===== src/rtl/core/ptzp_pkg.sv =====
package ptzp_pkg;

  localparam logic [7:0] SYNC_B0  = 8'hFF;
  localparam logic [7:0] SYNC_B1  = 8'h01;
  localparam logic [7:0] SYNC_B2  = 8'h00;
  localparam logic [7:0] CMD_PAN  = 8'h59;
  localparam logic [7:0] CMD_TILT = 8'h5B;

  // Position units: hundredths of a degree.
  localparam int unsigned CENTIDEG_PER_DEG = 100;

  localparam logic [1:0] ST_PAN    = 2'd0;
  localparam logic [1:0] ST_TILT   = 2'd1;
  localparam logic [1:0] ST_OTHER  = 2'd2;
  localparam logic [1:0] ST_BADSUM = 2'd3;

  // Body byte positions after the sync.
  localparam logic [1:0] BODY_CMD  = 2'd0;
  localparam logic [1:0] BODY_DH   = 2'd1;
  localparam logic [1:0] BODY_DL   = 2'd2;
  localparam logic [1:0] BODY_SUM  = 2'd3;

  typedef struct packed {
    logic        has_result;
    logic [1:0]  status;
    logic [15:0] pan;
    logic [15:0] tilt;
  } parse_res_t;

endpackage


===== src/rtl/core/ptzp_parse_core.sv =====
module ptzp_parse_core (
  input  logic                  clk,
  input  logic                  rst_n,
  input  logic                  step,
  input  logic [7:0]            rx_byte,
  output ptzp_pkg::parse_res_t  res
);

  logic [15:0] hist_r, hist_nxt;
  logic        sync_r, sync_nxt;
  logic [1:0]  cnt_r, cnt_nxt;
  logic [7:0]  cmd_r, cmd_nxt;
  logic [7:0]  dh_r, dh_nxt;
  logic [7:0]  dl_r, dl_nxt;
  logic [7:0]  sum_r, sum_nxt;
  logic [15:0] pan_r, pan_nxt;
  logic [15:0] tilt_r, tilt_nxt;
  logic [15:0] value;
  logic [1:0]  status;

  assign value = {dh_r, dl_r};

  always_comb begin
    priority if (rx_byte != sum_r) begin
      status = ptzp_pkg::ST_BADSUM;
    end else if (cmd_r == ptzp_pkg::CMD_PAN) begin
      status = ptzp_pkg::ST_PAN;
    end else if (cmd_r == ptzp_pkg::CMD_TILT) begin
      status = ptzp_pkg::ST_TILT;
    end else begin
      status = ptzp_pkg::ST_OTHER;
    end
  end

  always_comb begin
    hist_nxt = hist_r;
    sync_nxt = sync_r;
    cnt_nxt  = cnt_r;
    cmd_nxt  = cmd_r;
    dh_nxt   = dh_r;
    dl_nxt   = dl_r;
    sum_nxt  = sum_r;
    pan_nxt  = pan_r;
    tilt_nxt = tilt_r;
    if (!sync_r) begin
      if (hist_r == {ptzp_pkg::SYNC_B0, ptzp_pkg::SYNC_B1} &&
          rx_byte == ptzp_pkg::SYNC_B2) begin
        sync_nxt = 1'b1;
        cnt_nxt  = ptzp_pkg::BODY_CMD;
        sum_nxt  = ptzp_pkg::SYNC_B1 + ptzp_pkg::SYNC_B2;
        hist_nxt = '0;
      end else begin
        hist_nxt = {hist_r[7:0], rx_byte};
      end
    end else begin
      unique case (cnt_r)
        ptzp_pkg::BODY_CMD: begin
          cmd_nxt = rx_byte;
          sum_nxt = sum_r + rx_byte;
          cnt_nxt = ptzp_pkg::BODY_DH;
        end
        ptzp_pkg::BODY_DH: begin
          dh_nxt  = rx_byte;
          sum_nxt = sum_r + rx_byte;
          cnt_nxt = ptzp_pkg::BODY_DL;
        end
        ptzp_pkg::BODY_DL: begin
          dl_nxt  = rx_byte;
          sum_nxt = sum_r + rx_byte;
          cnt_nxt = ptzp_pkg::BODY_SUM;
        end
        default: begin
          if (status == ptzp_pkg::ST_PAN) begin
            pan_nxt = value;
          end
          if (status == ptzp_pkg::ST_TILT) begin
            tilt_nxt = value;
          end
          sync_nxt = 1'b0;
          cnt_nxt  = ptzp_pkg::BODY_CMD;
          hist_nxt = '0;
        end
      endcase
    end
  end

  always_comb begin
    res.has_result = sync_r && (cnt_r == ptzp_pkg::BODY_SUM);
    res.status     = status;
    res.pan        = pan_nxt;
    res.tilt       = tilt_nxt;
  end

  always_ff @(posedge clk) begin
    if (!rst_n) begin
      hist_r <= '0;
      sync_r <= 1'b0;
      cnt_r  <= ptzp_pkg::BODY_CMD;
      cmd_r  <= '0;
      dh_r   <= '0;
      dl_r   <= '0;
      sum_r  <= '0;
      pan_r  <= '0;
      tilt_r <= '0;
    end else if (step) begin
      hist_r <= hist_nxt;
      sync_r <= sync_nxt;
      cnt_r  <= cnt_nxt;
      cmd_r  <= cmd_nxt;
      dh_r   <= dh_nxt;
      dl_r   <= dl_nxt;
      sum_r  <= sum_nxt;
      pan_r  <= pan_nxt;
      tilt_r <= tilt_nxt;
    end
  end

endmodule


===== src/rtl/core/ptz_position_reply_parser.sv =====
// Parses received serial bytes for pan/tilt position reply frames (sync FF 01 00, command,
// two data bytes, checksum). One item is one byte; each completed 7-byte frame gives one
// result with its status and the stored pan and tilt positions in hundredths of a degree.
// An accepted byte is held in the input register, then passes through the parser into the result
// register; one byte is taken every cycle while in_stall is low. in_stall rises only when
// the result register is full, stalled, and the byte in the input register would complete a
// frame.
module ptz_position_reply_parser (
  input  logic        clk,
  input  logic        rst_n,
  input  logic        in_valid,
  output logic        in_stall,
  input  logic [7:0]  in_rx_byte,
  output logic        out_valid,
  input  logic        out_stall,
  output logic [1:0]  out_frame_status,
  output logic [15:0] out_pan_centideg,
  output logic [15:0] out_tilt_centideg
);

  logic                 in_vld_r;
  logic [7:0]           in_byte_r;
  logic                 out_free;
  logic                 advance;
  ptzp_pkg::parse_res_t res;
  logic                 out_vld_r;
  logic [1:0]           status_r;
  logic [15:0]          pan_r;
  logic [15:0]          tilt_r;

  ptzp_parse_core u_core (
    .clk     (clk),
    .rst_n   (rst_n),
    .step    (advance),
    .rx_byte (in_byte_r),
    .res     (res)
  );

  assign out_free = !out_vld_r || !out_stall;
  // A byte that completes no frame never waits for the result register.
  assign advance  = in_vld_r && (!res.has_result || out_free);
  assign in_stall = in_vld_r && !advance;

  always_ff @(posedge clk) begin
    if (!rst_n) begin
      in_vld_r <= 1'b0;
    end else if (!in_stall) begin
      in_vld_r <= in_valid;
    end
  end

  always_ff @(posedge clk) begin
    if (in_valid && !in_stall) begin
      in_byte_r <= in_rx_byte;
    end
  end

  always_ff @(posedge clk) begin
    if (!rst_n) begin
      out_vld_r <= 1'b0;
    end else if (out_free) begin
      out_vld_r <= advance && res.has_result;
    end
  end

  always_ff @(posedge clk) begin
    if (out_free && advance && res.has_result) begin
      status_r <= res.status;
      pan_r    <= res.pan;
      tilt_r   <= res.tilt;
    end
  end

  assign out_valid         = out_vld_r;
  assign out_frame_status  = status_r;
  assign out_pan_centideg  = pan_r;
  assign out_tilt_centideg = tilt_r;

endmodule


===== config.mk =====
export PLATFORM = sky130hd
export DESIGN_NAME = ptz_position_reply_parser
export DESIGN_NICKNAME = d
export VERILOG_FILES = /design/src/rtl/core/ptzp_pkg.sv /design/src/rtl/core/ptzp_parse_core.sv /design/src/rtl/core/ptz_position_reply_parser.sv
export SDC_FILE = /design/constraint.sdc
export NUM_CORES = 1
export LEC_CHECK = 0
export BUFFER_PORTS_ARGS = -buffer_cell sky130_fd_sc_hd__buf_4
export CAP_MARGIN = 30
export CORE_MARGIN = 3
export CORE_UTILIZATION = 31
export DETAILED_ROUTE_END_ITERATION = 10
export SYNTH_ARGS = -nofsm -noshare
export SYNTH_HDL_FRONTEND = slang
export SYNTH_SLANG_ARGS = --single-unit
export TNS_END_PERCENT = 10

===== constraint.sdc =====
create_clock -name clk -period 2.5 [get_ports clk]
set_input_delay 0.25 -clock clk [delete_from_list [all_inputs] [get_ports clk]]
set_output_delay 0.25 -clock clk [all_outputs]
set_load 0.005 [all_outputs]

==> results by group <==
Outcome
  • Status: finished, final reports clean

GRT
  • All-Layer GR Usage: 0.126
  • Vias in the first global route: 3764
  • Pin count of the biggest net entering global routing: 90
  • Gr ovfl total: 0
  • Global-route wire length before repair: between 15 and 20 mm
  • Antenna violations before repair: 0

Placement
  • Gpl congestion: approximately 0.84
  • Dpl cell area: between 0.006 and 0.007 sq mm
  • Port bufs: between 40 and 50
  • Dpl hpwl: 7.58 mm

STA
  • Period utilization: 0.935
  • Setup violators final: 0
  • Slew @ Worst Pin: 0.736 ns
  • Pins Over Slew Limit: 0
  • Setup_tns: 0 ns
  • RSZ-0062 raised after global routing: false
  • Fmax: 428 MHz
  • Clock Skews: 0.00895 ns
  • Hold WS: 0.0601 ns
  • Fin. Hold Viols: 0
  • Min Tclk post-route: approximately 2.3 ns
  • Slew headroom: 0.509

Routing
  • Detailed Route WL: roughly 12 mm
  • Via density per instance: 4.72
  • Final antenna-violating net count: 0
  • DR DRC count: 0
  • DR iter-0 viols: 220
  • Pre-Repair DR Iteration Count: 4
  • WL/cell: 14.8 um
  • Routed vias: 3683

Synth
  • Yosys warnings: 0
  • Mapped Cells: 475
  • Post-synth EDFFs: between 40 and 50
  • Yosys reg bits: 127
  • Cell taking the most area after synthesis: dfxtp_1
  • Netlist Area Pre-Place: around 0.0054 sq mm
  • Sequential element share of the synthesized area: 0.545
  • Top post-synthesis cells by area: dfxtp_1 (31%), edfxtp_1 (23%), mux2i_1 (5.9%)
  • Syn_nets: 500
  • Ys flop type: dfxtp_1
  • Average cell area after synthesis: between 10 and 15 sq um
  • Area share of the largest cell type after synthesis: 0.313
  • Async SR Flop Fraction: 0
  • Netlist cell types: 52

Worst setup path
  • Type of destination of the critical path: flip-flop
  • Critical path, cell by cell: ha_2 > nand2_1 > or4_4 > or3_1 > buf_12 > mux2_1
  • Arrival @ worst endpoint: roughly 2.5 ns
  • Worst Path Max Fanout: 16
  • CP Class: flip-flop to flip-flop
  • Crit path max-delay cell type: or4_4
  • R2R cell count: 6
  • Reg-to-reg startpoint: u_core.cnt_r[1]
  • R2r endpoint: out_tilt_centideg[9]
  • FF-to-FF setup slack: 0.16 ns
  • WP data required: between 2 and 3 ns
  • Startpoint Class: flip-flop
  • Worst path max stage delay: 0.46 ns

Pwr
  • PwrDens: about 680 mW/mm^2
  • Leakage: 0.00239 uW
  • Peak supply drop: 0.000427 V

Layout
  • Most frequent cells in the layout: dfxtp_1 (85), buf_4 (68), nor2b_1 (51), nand2_1 (43), edfxtp_1 (42)
  • Share of cells above drive strength 1: 0.250
  • Synth-to-layout area growth: 25.2%
  • Nets: 572
  • Antenna cells: 0
  • Post-route cell area: 0.00680 sq mm
  • Commonest non-fill, non-tap cell in the layout: dfxtp_1

Run
  • Max-cap check violation count: 0

Clock network
  • Clock Tree Root: clkbuf_16
  • Post-CTS setup buffers: 0
  • TritonCTS clock tree: yes
  • Clock Latency Late Sink: 0.42 ns
  • H-tree depth: 4
  • Total CTS buffers: 17
  • CTS Buffer Depth: 2
  • Clk sinks: 127
  • Clock transition at path regs: 0.06 ns

Die
  • Boundary Pins: 48
  • Row cnt: 47
  • Starting Density: 0.322
  • DIE WIDTH: 138 um
  • Die Y: around 140 um
  • Die ar.: 0.0191 sq mm
  • Core box area: roughly 0.017 sq mm

Hold path
  • Hold depth: 2
  • Hold_sp: in_valid
  • Worst min path class: input pin to flip-flop
  • Hold endpoint: in_vld_r
==> where the power goes <==
group | switching (uW) | internal (uW)
Combinational | 85.4 | 81.0
Sequential | 18.2 | 2140
Clock | 908 | 1360
Total | 1010 | 3590
==> sequential cells by signal, summed over array words and instances (netlist names) <==
| name | count |
|---|---|
| out_tilt_centideg | 16 |
| u_core.pan_r | 16 |
| u_core.sync_r | 1 |
| u_core.dl_r | 8 |
| in_vld_r | 1 |
| out_pan_centideg | 16 |
| u_core.hist_r | 16 |
| out_frame_status | 2 |
| out_valid | 1 |
| u_core.tilt_r | 16 |
| u_core.cnt_r | 2 |
| in_byte_r | 8 |
| u_core.cmd_r | 8 |
| u_core.sum_r | 8 |
| u_core.dh_r | 8 |
==> worst max path at each step <==
stage	to	slack, ns	start	depth (start not counted)
finish	out_tilt_centideg[9]	0.16	u_core.cnt_r[1]	6
detailed placement	out_pan_centideg[9]	0.08	in_byte_r[2]	7
CTS	out_pan_centideg[9]	0.07	in_byte_r[2]	7
global placement	out_pan_centideg[11]	0.14	in_byte_r[6]	7
floorplan	out_pan_centideg[10]	0.02	in_byte_r[1]	6
global route	out_pan_centideg[4]	0.01	in_byte_r[3]	7
==> synthesized netlist by cell type (all sizes together) (2+ instances only) <==
library cell,instances
nor4,3
nor2b,51
dfxtp,85
o211ai,3
o21ai,6
nor2,5
nand3,37
nor3,4
xnor2,2
clkbuf,19
buf,7
mux2,32
a21oi,5
nand4,3
xor2,2
or3,3
edfxtp,42
nand2,43
nand2b,2
a21boi,36
o21bai,2
ha,12
and2,2
or4,3
inv,5
mux2i,32
a22oi,13
==> area by class of cell <==
| class | count | area (sq um) |
|---|---|---|
| multi-input combinational | 317 | 2370 |
| inverter | 5 | 18.8 |
| sequential | 127 | 2960 |
| clock inverter | 13 | 114 |
| timing repair buffer | 79 | 633 |
| tap | 220 | 275 |
| fill | 1589 | 10100 |
| clock buffer | 19 | 433 |
==> repair_timing <==
item,4_1_cts,5_1_grt
hold buffers,8,0
resized for setup,0,7
setup endpoints to repair,0,61
hold endpoints to repair,8,0
==> cells by family after synthesis <==
kind of cell / after synthesis / share of synthesized area
AO/OA/AOI/OAI: 72 / 0.0953
XOR/XNOR: 4 / 0.00645
buffers and inverters: 31 / 0.0281
AND/OR/NAND/NOR: 164 / 0.168
adder cells (fa/ha/maj): 13 / 0.0313
multiplexers: 64 / 0.125
flip-flops: 127 / 0.545
==> metal layers <==
metal / vias up / GRT usage / share of wire
met2: 71 / 0.204 / 0.47
met3: 10 / 0.0428 / 0.046
met5: - / 0 / 0
li1: 1855 / - / -
met1: 1747 / 0.160 / 0.48
met4: 0 / 0.0354 / 0.0081
==> critical path, delay by kind of cell (launching register included) <==
kind,cells,cell delay (ns)
flops,1,0.39
buf+inv,1,0.18
mux,1,0.31
simple gates,3,0.94
fa+ha+maj,1,0.24
==> metrics by stage <==
step | worst slack (ns) | total power (uW) | cells | util
global placement | 0.140 | 2350 | 739 | 0.364
finish | 0.162 | 4600 | 780 | 0.403
detailed placement | 0.0848 | 2350 | 740 | 0.364
floorplan | 0.0196 | 2290 | 475 | -
CTS | 0.0702 | 4650 | 780 | 0.401
global route | 0.0146 | 4770 | 780 | 0.403
(Power assumes the default switching activity.)
